File: config.mk
export PLATFORM = sky130hd
export DESIGN_NAME = websocket_frame_receiver
export DESIGN_NICKNAME = d
export VERILOG_FILES = /design/src/rtl/wsfr_pkg.sv /design/src/rtl/wsfr_front.sv /design/src/rtl/wsfr_queue.sv /design/src/rtl/wsfr_back.sv /design/src/rtl/websocket_frame_receiver.sv
export SDC_FILE = /design/constraint.sdc
export NUM_CORES = 1
export LEC_CHECK = 0
export BUFFER_PORTS_ARGS = -buffer_cell sky130_fd_sc_hd__buf_2
export CELL_PAD_IN_SITES_DETAIL_PLACEMENT = 1
export CELL_PAD_IN_SITES_GLOBAL_PLACEMENT = 1
export CORE_MARGIN = 10
export CORE_UTILIZATION = 50
export CTS_CLUSTER_DIAMETER = 60
export DETAILED_ROUTE_END_ITERATION = 8
export GPL_TIMING_DRIVEN = 1
export HOLD_SLACK_MARGIN = 0.06
export MAX_ROUTING_LAYER = met4
export PLACE_DENSITY = 0.79
export SLEW_MARGIN = 20
export SYNTH_ARGS = -nofsm -noshare
export SYNTH_HDL_FRONTEND = slang
export SYNTH_HIERARCHICAL = 1
export SYNTH_SLANG_ARGS = --single-unit
File: constraint.sdc
create_clock -name clk -period 15.5 [get_ports clk]
set_clock_uncertainty 0.15 [all_clocks]
set_input_delay 2.325 -clock clk [delete_from_list [all_inputs] [get_ports clk]]
set_output_delay 2.325 -clock clk [all_outputs]
set_load 0.005 [all_outputs]
File: src/rtl/wsfr_pkg.sv
// Shared types and constants for the WebSocket frame receiver.
package wsfr_pkg;

    localparam int LENGTH_BITS = 32;

    typedef logic [LENGTH_BITS-1:0] len_t;

    localparam logic [31:0] MAX_PAYLOAD_RESET = 32'd4096;

    localparam logic [3:0] OP_TEXT  = 4'h1;
    localparam logic [3:0] OP_CLOSE = 4'h8;
    localparam logic [3:0] OP_PING  = 4'h9;

    localparam logic [6:0] LEN7_EXT16 = 7'd126;
    localparam logic [6:0] LEN7_EXT64 = 7'h7F;

    localparam logic [2:0] EXT16_LAST = 3'd1;
    localparam logic [2:0] EXT64_LAST = 3'd7;
    localparam logic [1:0] MASK_LAST  = 2'd3;

    typedef enum logic [2:0] {
        ST_HDR1 = 3'd0,
        ST_HDR2 = 3'd1,
        ST_EXT  = 3'd2,
        ST_MASK = 3'd3,
        ST_PAY  = 3'd4
    } stage_t;

    typedef enum logic [1:0] {
        RK_TEXT  = 2'd0,
        RK_EMPTY = 2'd1,
        RK_PONG  = 2'd2,
        RK_CLOSE = 2'd3
    } rk_t;

    // Work item handed from the parser to the output side.
    typedef struct packed {
        rk_t        kind;
        logic [7:0] raw;
        logic [7:0] key;
        logic       last;
    } item_t;

    typedef struct packed {
        logic full;
        logic nonempty;
    } q_stat_t;

endpackage

File: src/rtl/wsfr_front.sv
// Frame parser: header, extended length, mask key and payload tracking.
module wsfr_front (
    input  logic                clk,
    input  logic                rst_n,
    input  logic                in_valid,
    input  logic                in_ready,
    input  logic                kind,
    input  logic [7:0]          rx_byte,
    input  logic                cfg_we,
    input  logic [31:0]         cfg_wdata,
    output logic                push,
    output wsfr_pkg::item_t     item
);

    localparam int LB = wsfr_pkg::LENGTH_BITS;

    wsfr_pkg::stage_t stage_reg, stage_next;
    logic [31:0]      max_reg;
    logic [7:0]       first_reg, first_next;
    logic [3:0]       op_reg, op_next;
    logic             mask_reg, mask_next;
    logic             skip_reg, skip_next;
    logic             close_reg, close_next;
    logic             is64_reg, is64_next;
    logic [2:0]       ext_cnt_reg, ext_cnt_next;
    wsfr_pkg::len_t   len_acc_reg, len_acc_next;
    logic             ovf_reg, ovf_next;
    logic [1:0]       mask_cnt_reg, mask_cnt_next;
    logic [1:0]       key_idx_reg, key_idx_next;
    wsfr_pkg::len_t   remaining_reg, remaining_next;
    logic [7:0]       key_reg [4];

    logic             byte_acc;
    wsfr_pkg::len_t   acc_shift;
    logic             ovf_new;
    logic             hdr2_short;
    logic             ext_done;
    logic             len_known;
    wsfr_pkg::len_t   len_value;
    logic             mask_now;
    logic [3:0]       op_now;
    logic             skip_base;
    logic             close_now;
    logic             enter_pay;
    wsfr_pkg::len_t   pay_len;
    logic             skip_eff;
    logic             empty;
    logic             pay_last;
    logic             emit_text;
    logic             skip_now;
    logic             fin_valid;
    wsfr_pkg::rk_t    fin_kind;

    assign byte_acc   = in_valid && in_ready && !kind;
    assign acc_shift  = {len_acc_reg[LB-9:0], rx_byte};
    assign ovf_new    = ovf_reg || (len_acc_reg[LB-1:LB-8] != 8'd0);
    assign hdr2_short = (stage_reg == wsfr_pkg::ST_HDR2) && (rx_byte[6:0] < wsfr_pkg::LEN7_EXT16);
    assign ext_done   = (stage_reg == wsfr_pkg::ST_EXT)
                     && (ext_cnt_reg == (is64_reg ? wsfr_pkg::EXT64_LAST : wsfr_pkg::EXT16_LAST));
    assign len_known  = hdr2_short || ext_done;
    assign len_value  = hdr2_short ? LB'(rx_byte[6:0]) : (ovf_new ? '1 : acc_shift);

    assign mask_now   = (stage_reg == wsfr_pkg::ST_HDR2) ? rx_byte[7] : mask_reg;
    assign op_now     = (stage_reg == wsfr_pkg::ST_HDR2) ? first_reg[3:0] : op_reg;
    assign skip_base  = (stage_reg == wsfr_pkg::ST_HDR2) ? !first_reg[7] : skip_reg;
    assign close_now  = (stage_reg == wsfr_pkg::ST_HDR2) ? (first_reg[3:0] == wsfr_pkg::OP_CLOSE)
                                                          : close_reg;

    assign enter_pay  = (len_known && !mask_now)
                     || ((stage_reg == wsfr_pkg::ST_MASK) && (mask_cnt_reg == wsfr_pkg::MASK_LAST));
    assign pay_len    = (stage_reg == wsfr_pkg::ST_MASK) ? remaining_reg : len_value;
    assign skip_eff   = skip_base || (pay_len > wsfr_pkg::len_t'(max_reg));
    assign empty      = enter_pay && (pay_len == '0);

    assign pay_last   = (stage_reg == wsfr_pkg::ST_PAY) && (remaining_reg == LB'(1));
    assign emit_text  = (stage_reg == wsfr_pkg::ST_PAY) && !skip_reg && !close_reg
                     && (op_reg == wsfr_pkg::OP_TEXT);
    assign skip_now   = (stage_reg == wsfr_pkg::ST_PAY) ? skip_reg : skip_eff;

    always_comb
    begin
        fin_valid = 1'b0;
        fin_kind  = wsfr_pkg::RK_CLOSE;
        if (empty || (pay_last && !emit_text))
        begin
            if (close_now)
            begin
                fin_valid = 1'b1;
                fin_kind  = wsfr_pkg::RK_CLOSE;
            end
            else if (!skip_now && op_now == wsfr_pkg::OP_PING)
            begin
                fin_valid = 1'b1;
                fin_kind  = wsfr_pkg::RK_PONG;
            end
            else if (!skip_now && op_now == wsfr_pkg::OP_TEXT && empty)
            begin
                fin_valid = 1'b1;
                fin_kind  = wsfr_pkg::RK_EMPTY;
            end
        end
    end

    // next stage
    always_comb
    begin
        stage_next = stage_reg;
        if (in_valid && in_ready)
        begin
            if (kind)
            begin
                stage_next = wsfr_pkg::ST_HDR1;
            end
            else
            begin
                unique case (stage_reg)
                    wsfr_pkg::ST_HDR2:
                    begin
                        if (!hdr2_short)
                            stage_next = wsfr_pkg::ST_EXT;
                        else if (mask_now)
                            stage_next = wsfr_pkg::ST_MASK;
                        else if (empty)
                            stage_next = wsfr_pkg::ST_HDR1;
                        else
                            stage_next = wsfr_pkg::ST_PAY;
                    end
                    wsfr_pkg::ST_EXT:
                    begin
                        if (ext_done)
                        begin
                            if (mask_now)
                                stage_next = wsfr_pkg::ST_MASK;
                            else if (empty)
                                stage_next = wsfr_pkg::ST_HDR1;
                            else
                                stage_next = wsfr_pkg::ST_PAY;
                        end
                    end
                    wsfr_pkg::ST_MASK:
                    begin
                        if (enter_pay)
                            stage_next = empty ? wsfr_pkg::ST_HDR1 : wsfr_pkg::ST_PAY;
                    end
                    wsfr_pkg::ST_PAY:
                    begin
                        if (pay_last)
                            stage_next = wsfr_pkg::ST_HDR1;
                    end
                    default:
                    begin
                        stage_next = wsfr_pkg::ST_HDR2;
                    end
                endcase
            end
        end
    end

    // datapath next values
    always_comb
    begin
        first_next     = first_reg;
        op_next        = op_reg;
        mask_next      = mask_reg;
        skip_next      = skip_reg;
        close_next     = close_reg;
        is64_next      = is64_reg;
        ext_cnt_next   = ext_cnt_reg;
        len_acc_next   = len_acc_reg;
        ovf_next       = ovf_reg;
        mask_cnt_next  = mask_cnt_reg;
        key_idx_next   = key_idx_reg;
        remaining_next = remaining_reg;
        if (byte_acc)
        begin
            unique case (stage_reg)
                wsfr_pkg::ST_HDR2:
                begin
                    op_next      = first_reg[3:0];
                    mask_next    = rx_byte[7];
                    skip_next    = !first_reg[7];
                    close_next   = (first_reg[3:0] == wsfr_pkg::OP_CLOSE);
                    is64_next    = (rx_byte[6:0] == wsfr_pkg::LEN7_EXT64);
                    ext_cnt_next = 3'd0;
                    len_acc_next = '0;
                    ovf_next     = 1'b0;
                end
                wsfr_pkg::ST_EXT:
                begin
                    len_acc_next = acc_shift;
                    ovf_next     = ovf_new;
                    ext_cnt_next = ext_cnt_reg + 3'd1;
                end
                wsfr_pkg::ST_MASK:
                begin
                    mask_cnt_next = mask_cnt_reg + 2'd1;
                end
                wsfr_pkg::ST_PAY:
                begin
                    remaining_next = remaining_reg - LB'(1);
                    key_idx_next   = key_idx_reg + 2'd1;
                end
                default:
                begin
                    first_next = rx_byte;
                end
            endcase
            if (len_known && mask_now)
            begin
                remaining_next = len_value;
                mask_cnt_next  = 2'd0;
            end
            if (enter_pay)
            begin
                remaining_next = pay_len;
                key_idx_next   = 2'd0;
                skip_next      = skip_eff;
            end
        end
    end

    always_ff @(posedge clk or negedge rst_n)
    begin
        if (!rst_n)
        begin
            stage_reg <= wsfr_pkg::ST_HDR1;
            max_reg   <= wsfr_pkg::MAX_PAYLOAD_RESET;
        end
        else
        begin
            stage_reg <= stage_next;
            if (cfg_we)
                max_reg <= cfg_wdata;
        end
    end

    always_ff @(posedge clk)
    begin
        first_reg     <= first_next;
        op_reg        <= op_next;
        mask_reg      <= mask_next;
        skip_reg      <= skip_next;
        close_reg     <= close_next;
        is64_reg      <= is64_next;
        ext_cnt_reg   <= ext_cnt_next;
        len_acc_reg   <= len_acc_next;
        ovf_reg       <= ovf_next;
        mask_cnt_reg  <= mask_cnt_next;
        key_idx_reg   <= key_idx_next;
        remaining_reg <= remaining_next;
        if (byte_acc && stage_reg == wsfr_pkg::ST_MASK)
            key_reg[mask_cnt_reg] <= rx_byte;
    end

    assign push = byte_acc && (emit_text || fin_valid);

    always_comb
    begin
        item.kind = emit_text ? wsfr_pkg::RK_TEXT : fin_kind;
        item.raw  = emit_text ? rx_byte : 8'd0;
        item.key  = (emit_text && mask_reg) ? key_reg[key_idx_reg] : 8'd0;
        item.last = emit_text && pay_last;
    end

endmodule

File: src/rtl/wsfr_queue.sv
// Two-entry queue between the parser and the output stage.
module wsfr_queue (
    input  logic                clk,
    input  logic                rst_n,
    input  logic                push,
    input  wsfr_pkg::item_t     push_item,
    input  logic                pop,
    output wsfr_pkg::item_t     head,
    output wsfr_pkg::q_stat_t   stat
);

    wsfr_pkg::item_t mem_reg [2];
    logic            wr_ptr_reg, wr_ptr_next;
    logic            rd_ptr_reg, rd_ptr_next;
    logic [1:0]      count_reg, count_next;

    always_comb
    begin
        wr_ptr_next = wr_ptr_reg;
        rd_ptr_next = rd_ptr_reg;
        count_next  = count_reg;
        if (push)
            wr_ptr_next = !wr_ptr_reg;
        if (pop)
            rd_ptr_next = !rd_ptr_reg;
        case ({push, pop})
            2'b10:   count_next = count_reg + 2'd1;
            2'b01:   count_next = count_reg - 2'd1;
            default: count_next = count_reg;
        endcase
    end

    always_ff @(posedge clk or negedge rst_n)
    begin
        if (!rst_n)
        begin
            wr_ptr_reg <= 1'b0;
            rd_ptr_reg <= 1'b0;
            count_reg  <= 2'd0;
        end
        else
        begin
            wr_ptr_reg <= wr_ptr_next;
            rd_ptr_reg <= rd_ptr_next;
            count_reg  <= count_next;
        end
    end

    always_ff @(posedge clk)
    begin
        if (push)
            mem_reg[wr_ptr_reg] <= push_item;
    end

    assign head          = mem_reg[rd_ptr_reg];
    assign stat.full     = count_reg[1];
    assign stat.nonempty = (count_reg != 2'd0);

endmodule

File: src/rtl/wsfr_back.sv
// Output stage: payload unmasking and the result register.
module wsfr_back (
    input  logic                clk,
    input  logic                rst_n,
    input  wsfr_pkg::item_t     head,
    input  wsfr_pkg::q_stat_t   stat,
    output logic                pop,
    input  logic                out_ready,
    output logic                out_valid,
    output logic [1:0]          result_kind,
    output logic [7:0]          data_byte,
    output logic                last_of_message
);

    logic          valid_reg, valid_next;
    wsfr_pkg::rk_t kind_reg;
    logic [7:0]    data_reg;
    logic          last_reg;

    assign pop        = stat.nonempty && (!valid_reg || out_ready);
    assign valid_next = pop || (valid_reg && !out_ready);

    always_ff @(posedge clk or negedge rst_n)
    begin
        if (!rst_n)
            valid_reg <= 1'b0;
        else
            valid_reg <= valid_next;
    end

    always_ff @(posedge clk)
    begin
        if (pop)
        begin
            kind_reg <= head.kind;
            data_reg <= head.raw ^ head.key;
            last_reg <= head.last;
        end
    end

    assign out_valid       = valid_reg;
    assign result_kind     = kind_reg;
    assign data_byte       = data_reg;
    assign last_of_message = last_reg;

endmodule

File: src/rtl/websocket_frame_receiver.sv
// Top level of the WebSocket frame receiver.
//
// Input channel (in_valid/in_ready): one item per transfer, either a received
// stream byte (kind 0, rx_byte) or a disconnect (kind 1) that restarts the
// frame parse. Output channel (out_valid/out_ready): one result per transfer:
// an unmasked text payload byte with last_of_message on the final byte, an
// empty text message, a pong request or a close request. Bytes that give no
// result produce no output transfer.
// Throughput is one input byte per cycle while in_ready is high; the parser
// decides each byte in the cycle it is taken. A result is written into the
// two-entry queue at its input transfer and moves to the output register when
// the queue pops it, which waits while the output is stalled.
// When the output stalls, the queue keeps taking results; in_ready drops only
// while both queue entries are occupied.
// cfg_we/cfg_wdata write max_payload_bytes (reset value 4096); write it only
// while no frame byte is in flight. After reset the parser expects the first
// header byte and the queue and output are empty.
module websocket_frame_receiver (
    input  logic        clk,
    input  logic        rst_n,
    input  logic        in_valid,
    output logic        in_ready,
    input  logic        kind,
    input  logic [7:0]  rx_byte,
    input  logic        cfg_we,
    input  logic [31:0] cfg_wdata,
    output logic        out_valid,
    input  logic        out_ready,
    output logic [1:0]  result_kind,
    output logic [7:0]  data_byte,
    output logic        last_of_message
);

    logic              push;
    logic              pop;
    wsfr_pkg::item_t   push_item;
    wsfr_pkg::item_t   head;
    wsfr_pkg::q_stat_t stat;

    assign in_ready = !stat.full;

    wsfr_front u_front (
        .clk       (clk),
        .rst_n     (rst_n),
        .in_valid  (in_valid),
        .in_ready  (in_ready),
        .kind      (kind),
        .rx_byte   (rx_byte),
        .cfg_we    (cfg_we),
        .cfg_wdata (cfg_wdata),
        .push      (push),
        .item      (push_item)
    );

    wsfr_queue u_queue (
        .clk       (clk),
        .rst_n     (rst_n),
        .push      (push),
        .push_item (push_item),
        .pop       (pop),
        .head      (head),
        .stat      (stat)
    );

    wsfr_back u_back (
        .clk             (clk),
        .rst_n           (rst_n),
        .head            (head),
        .stat            (stat),
        .pop             (pop),
        .out_ready       (out_ready),
        .out_valid       (out_valid),
        .result_kind     (result_kind),
        .data_byte       (data_byte),
        .last_of_message (last_of_message)
    );

    a_no_overflow: assert property (@(posedge clk) disable iff (!rst_n)
        push |-> !stat.full)
        else $error("queue written while full");

    a_disc_no_result: assert property (@(posedge clk) disable iff (!rst_n)
        (in_valid && in_ready && kind) |-> !push)
        else $error("disconnect produced a result");

    a_ctrl_clean: assert property (@(posedge clk) disable iff (!rst_n)
        (out_valid && result_kind != wsfr_pkg::RK_TEXT) |-> (data_byte == 8'd0 && !last_of_message))
        else $error("control result carries payload fields");

    a_pop_fills: assert property (@(posedge clk) disable iff (!rst_n)
        pop |=> out_valid)
        else $error("output register not loaded after queue pop");

endmodule
# After elaboration in Yosys (flattened, before gate mapping)
# Memory sizes are Yosys's and may differ from the RTL's. A register that Yosys moved wholly into a read port is not among the register bits.
# Index checks and enable logic that the tools add are counted.
[classes]
muxes = 44
eq_ne = 17
add_sub_neg = 6
magnitude_cmp = 2
div_mod_pow = 0
mul = 0
n_reduce_logical = 58
shift = 0
bitwise_logic = 2
[op_table]
columns = ["operator", "count"]
rows = [
  ["32-bit 2-to-1 mux", 6],
  ["32-bit one-hot mux with 2 select lines", 1],
  ["32-bit by 1-bit equality test with 1-bit output, second input constant", 1],
  ["32-bit > comparator", 1],
  ["32-bit zero test", 1],
  ["32-bit by 1-bit subtractor with 32-bit output, second input constant", 1],
  ["3-bit 2-to-1 mux", 8],
  ["1-bit logical AND", 22],
  ["2-bit 2-to-1 mux", 9],
  ["8-bit 2-to-1 mux", 2],
  ["1-bit 2-to-1 mux", 13],
  ["1-bit zero test", 12],
  ["3-bit one-hot mux with 4 select lines", 1],
  ["2-bit AND reduction", 6],
  ["2-bit nonzero test", 5],
  ["3-bit by 2-bit != test with 1-bit output, second input constant", 3],
  ["4-bit by 1-bit equality test with 1-bit output, second input constant", 2],
  ["4-bit equality test, second input constant", 2],
  ["1-bit logical OR", 8],
  ["8-bit nonzero test", 1],
  ["8-bit bitwise XOR", 1],
  ["7-bit equality test, second input constant", 1],
  ["7-bit < comparator, second input constant", 1],
  ["2-bit by 1-bit adder with 2-bit output, second input constant", 3],
  ["16 further kinds", 18],
]
[word_totals]
n_memories = 2
mem_bits_ro = 0
wordCells = 152
ramBits = 70
reg_bits = 139
latch_bits = 0
[memory_table]
columns = ["memory", "words", "width", "read_ports", "rd_ports_with_merged_regs", "wr", "line_no", "rtl"]
rows = [
  ["u_queue.mem_reg", 2, 19, 1, 0, 1, "wsfr_queue.sv:12", "wsfr_pkg::item_t mem_reg [2];"],
  ["u_front.key_reg", 4, 8, 1, 1, 1, "wsfr_front.sv:31", "logic [7:0] key_reg [4];"],
]

# Longest topological paths before layout
[depth]
ltp_word = 19
depth_mapped = 20
mapped_depth_nobuf = 18

# Cells and area by module
# The synthesis kept the hierarchy.
[modules_own_cells]
columns = ["mod", "cells_each", "n_inst", "area_each_um2"]
rows = [
  ["wsfr_front", 908, 1, 8868.5],
  ["wsfr_queue", 75, 1, 1636.6],
  ["wsfr_back", 23, 1, 444.2],
  ["websocket_frame_receiver", 1, 1, 3.8],
]

# Worst setup path before layout
# Ideal clock, no wire load.
[synth_path]
path_type = "input to register"
from = "in rx_byte[4]"
to = "mem u_queue/mem_reg[0][0] (netlist name), enable pin"
required_ns = 14.955
path_stages = 16
setup_time_ns = 0.395
t_arrival_ns = 6.168
setup_slack_ns = 8.788
n_path_buf = 2
path_cell_list = "nand4_1 o21ai_1 clkbuf_1 clkbuf_1 o21ai_0 o21ai_0 ha_1 nand4_1 or4_1 and3b_1 a211oi_1 a211oi_1 o21ai_0 a21oi_1 inv_1 nor2_1"
[synth_via]
elab_chain_len = 18
elab_cells_between_ends = 26
[synth_lines]
columns = ["item", "line_no", "rtl"]
rows = [
  ["start, declared", "websocket_frame_receiver.sv:24", "input logic [7:0] rx_byte,"],
  ["7-bit < comparator", "wsfr_front.sv:57", "assign hdr2_short = (stage_reg == wsfr_pkg::ST_HDR2) && (rx_byte[6:0] < wsfr_pkg::LEN7_EXT16);"],
  ["1-bit logical AND", "wsfr_front.sv:57", ""],
  ["32-bit 2-to-1 mux", "wsfr_front.sv:61", "assign len_value = hdr2_short ? LB'(rx_byte[6:0]) : (ovf_new ? '1 : acc_shift);"],
  ["32-bit 2-to-1 mux", "wsfr_front.sv:71", "assign pay_len = (stage_reg == wsfr_pkg::ST_MASK) ? remaining_reg : len_value;"],
  ["32-bit > comparator", "wsfr_front.sv:72", "assign skip_eff = skip_base || (pay_len > wsfr_pkg::len_t'(max_reg));"],
  ["1-bit logical OR", "wsfr_front.sv:72", ""],
  ["1-bit 2-to-1 mux", "wsfr_front.sv:78", "assign skip_now = (stage_reg == wsfr_pkg::ST_PAY) ? skip_reg : skip_eff;"],
  ["1-bit zero test", "wsfr_front.sv:91, wsfr_front.sv:96", ""],
  ["[3 not listed]", "n/a", ""],
  ["1-bit 2-to-1 mux", "wsfr_front.sv:91", "else if (!skip_now && op_now == wsfr_pkg::OP_PING)"],
  ["1-bit 2-to-1 mux", "wsfr_front.sv:86", "if (close_now)"],
  ["1-bit 2-to-1 mux *", "wsfr_front.sv:84", "if (empty || (pay_last && !emit_text))"],
  ["1-bit logical OR *", "wsfr_front.sv:255", "assign push = byte_acc && (emit_text || fin_valid);"],
  ["1-bit logical AND *", "wsfr_front.sv:255", ""],
  ["net push", "websocket_frame_receiver.sv:34", "logic push;"],
  ["1-bit 2-to-1 mux *", "wsfr_queue.sv:51", "if (push)"],
  ["1-bit 2-to-1 mux (not written as such) *", "wsfr_queue.sv:52", "mem_reg[wr_ptr_reg] <= push_item;"],
  ["end, declared", "wsfr_queue.sv:12", ""],
]
# The timed path passes the listed nets; every way through them passes the cells marked *.

# Worst setup path in the final report
[layout_path]
from = "in rx_byte[5]"
to = "mem u_queue/mem_reg[1][9] (netlist name), enable pin"
# Same word-level chain as after synthesis.

==> results.py <==
metrics = {
    "cells_and_area": {
        "largest_register_ffs": 38,
        "syn_to_final_growth_pct": 13.1,
        "fin_cells": 1345,
        "diodes": 0,
        "nets": 1133,
        "drive_gt1_share_pct": 15.4,
        "fin_area_um2": 12400,
    },
    "sta": {
        "setup_tns_ns": 0,
        "finalCritPeriodShare_pct": 42.9,
        "period_needed_ns": 6.65,
        "setup_violations": 0,
        "rsz0062_at_grt": "false",
        "worst_pin_slew_ns": 1.09,
        "finalWorstSetupSlack_ns": 8.85,
        "drv_slew": 0,
        "final_hold_viol_count": 0,
        "relSlewSlack_pct": 27.1,
        "fmax_mhz": 150,
    },
    "yosys": {
        "syn-num-nets": 1093,
        "avgSynthCellArea_um2": 10.9,
        "yosys.cell_count.top_type": "edfxtp_1",
        "yosysSeqAreaShare_pct": 55.0,
        "ys_ff_latch": 208,
        "synthTopCellsByArea": "edfxtp_1 46%, dfrtp_1 8.9%, o21ai_0 4.9%",
        "synth_cells": 1007,
        "synth_edf_count": 166,
        "yosysTopAreaCellShare_pct": 45.5,
        "ys_dominant_reg_cell": "edfxtp_1",
        "synth_area_um2": 11000,
        "post-synth-top-area-cell": "edfxtp_1",
        "ys_warn_count": 6,
        "ys_types": 73,
        "synth_top_cells_by_count": "166 x edfxtp_1, 116 x nand2_1, 108 x o21ai_0",
        "synthArstFlopShare_pct": 19.2,
    },
    "critical_path": {
        "worstPathMaxFanout": 33,
        "critPathMaxStageDelay_ns": 0.76,
        "cp_slowest_cell": "and2_1",
        "worst_setup_path_start_kind": "primary input",
        "endpoint_kind": "flip-flop",
        "path_cells": "buf_2, nand4_1, o21ai_1, buf_4, and2_1, nor2_1, a21oi_1, ha_1, nand2_1, nor4_1, and3b_1, a211oi_1, a211oi_1, o21ai_0, a21oi_1, and2_1",
        "worstSetupPathType": "in2reg",
        "critPathArrivalTime_ns": 6.64,
        "cp.required_ns": 15.49,
        "r2r_cells": 14,
    },
    "cts": {
        "tritoncts": "built",
        "clockRootBuffer": "clkbuf_16",
        "cts_hold_buf": 0,
        "post_cts_resized": 0,
        "clkSlewWorstSetupHoldPaths_ns": 0.06,
        "cts_setup_buffers": 0,
        "cts_buffers": 24,
        "htree_num_levels": 1,
        "cts.sinks": 208,
        "cts_buffer_depth": 3,
        "clkLatencyLatePin_ns": 0.53,
    },
    "placed_design": {
        "postPlaceCellArea_um2": 11500,
        "hpwl_mm": 22.8,
        "place_inst": 1300,
        "io_buffer_count": 58,
        "place_congestion": 0.902,
        "dp_slack_ns": 8.47,
    },
    "route": {
        "vias": 8373,
        "drcViolationCount": 0,
        "viasPerCell": 6.23,
        "firstDrtPassIters": 5,
        "route.met3.wl_mm": 2.07,
        "dr_wl_met2_mm": 16.4,
        "top_layer_used": "met4",
        "wire_per_inst_um": 24.4,
        "drt_iter0_drc": 814,
        "routed_wl_mm": 32.9,
        "ant_nets": 0,
        "wl_met1_mm": 13.3,
    },
    "pwr": {
        "p_sw_mw": 0.640,
        "p_int_mw": 1.28,
        "sw_frac_of_total_pct": 33.4,
        "power_frac_comb_pct": 28.0,
        "power_mw": 1.92,
        "seq_power_share_pct": 38.7,
        "leakagePower_nw": 4.63,
        "p_per_area_nw_per_um2": 155,
        "vdd_drop_max_mv": 0.0988,
        "clkPwrFrac_pct": 33.3,
    },
    "die": {
        "die_y_um": 168,
        "placementRows": 54,
        "num_io_pins": 59,
        "die_w_um": 168,
        "die_area_um2": 28200,
        "coreArea_um2": 21700,
        "initial_core_util_pct": 50.5,
    },
    "global_route": {
        "grt_pass1_wl_mm": 50.9,
        "grt_pass1_vias": 8642,
        "grt_usage_pct": 23.4,
        "antenna_found_initial": 0,
        "grt_max_degree": 64,
        "gr-total-overflow": 0,
    },
    "hold_path": {
        "min_path_cells": 2,
        "hold_path.class": "reg2reg",
    },
    "flow_run": {
        "drv_cap": 0,
    },
    "status": {
        "status": "finished clean",
    },
}
==> cells by family (layout without fill, tap and decap cells) <==
kind of cell,Yosys count,count (layout),share of synthesized area [%]
AOI/OAI and AO/OA,239,239,13.0
xor gates and xnor gates,18,18,1.44
adders and majority gates,40,40,4.57
buffers and inverters,101,159,3.74
DFF,208,208,55.0
muxes,34,34,4.93
and+or+nand+nor,367,367,17.3
==> cells in the final DEF (no fill, tap or decap), types with 5 or more instances in the layout <==
master,synthesis,final
edfxtp_1,166,166
nand2_1,116,116
o21ai_0,108,108
nor2_1,66,66
buf_2,3,58
a21oi_1,54,53
and2_1,49,49
inv_1,46,46
ha_1,40,40
dfrtp_1,39,38
clkbuf_16,0,24
nor4_1,21,21
nor3_1,21,21
mux2_4,19,19
nand4_1,14,14
and3_1,14,14
xor2_1,13,13
nand3_1,12,12
buf_4,1,10
or3_1,9,9
a22o_1,9,9
mux4_2,8,8
bufinv_16,0,6
or4_1,6,6
o31ai_1,6,6
a31oi_1,7,6
nand2b_1,5,5
o211ai_1,5,5
o22ai_1,5,5
o21a_1,5,5
xnor2_1,5,5
a21o_1,5,5
==> final timing paths <==
path,start,to,slack (ns)
max reg2reg,u_front/len_acc_reg[28],u_queue/mem_reg[1][9],9.50
max,rx_byte[5],u_queue/mem_reg[1][9],8.85
max in group asynchronous,rst_n,u_queue/rd_ptr_reg,12.74
min,u_front/max_reg[12],u_front/max_reg[12],0.36
min in group asynchronous,rst_n,u_front/stage_reg[1],1.81
min reg2reg,u_front/max_reg[12],u_front/max_reg[12],0.36
==> power by group through the flow <==
stage          sequential [mW]  combinational [mW]  clock (mW)
6_report                 0.741               0.536       0.639
5_1_grt                  0.749               0.596       0.673
4_1_cts                  0.741               0.531       0.650
3_5_place_dp             0.750               0.522           0
3_3_place_gp             0.746               0.500           0
2_1_floorplan            0.716               0.381           0
==> worst max-delay path, delay by kind of cell <==
kind	cells	cell delay [ns]
fa+ha+maj	1	0.20
buf+inv	2	0.59
compound gates	6	1.28
simple gates	7	2.22
==> routing by layer <==
layer | vias up | global-route usage (%)
li1 | 3792 | -
met1 | 4197 | 28.7
met2 | 308 | 38.8
met3 | 76 | 3.28
met4 | 0 | 8.25
met5 | - | -
==> cell type report <==
class,count,area [µm²]
Timing Repair Buffer,69,393
Multi-Input combinational cell,698,4540
Sequential cell,208,6030
Clock inverter,16,267
Tap cell,280,350
Fill cell,2331,9300
Inverter,46,173
Clock buffer,28,636
==> metrics by stage <==
| step | utilization, % | hold WS [ns] |
|---|---|---|
| final | 57.1 | 0.361 |
| after detailed placement | 52.8 | 0.355 |
| after CTS | 57.0 | 0.368 |
| after global routing | 57.1 | 0.394 |
| after global placement | 52.8 | 0.323 |
| after floorplan | - | 0.304 |
(Power assumes the default switching activity.)
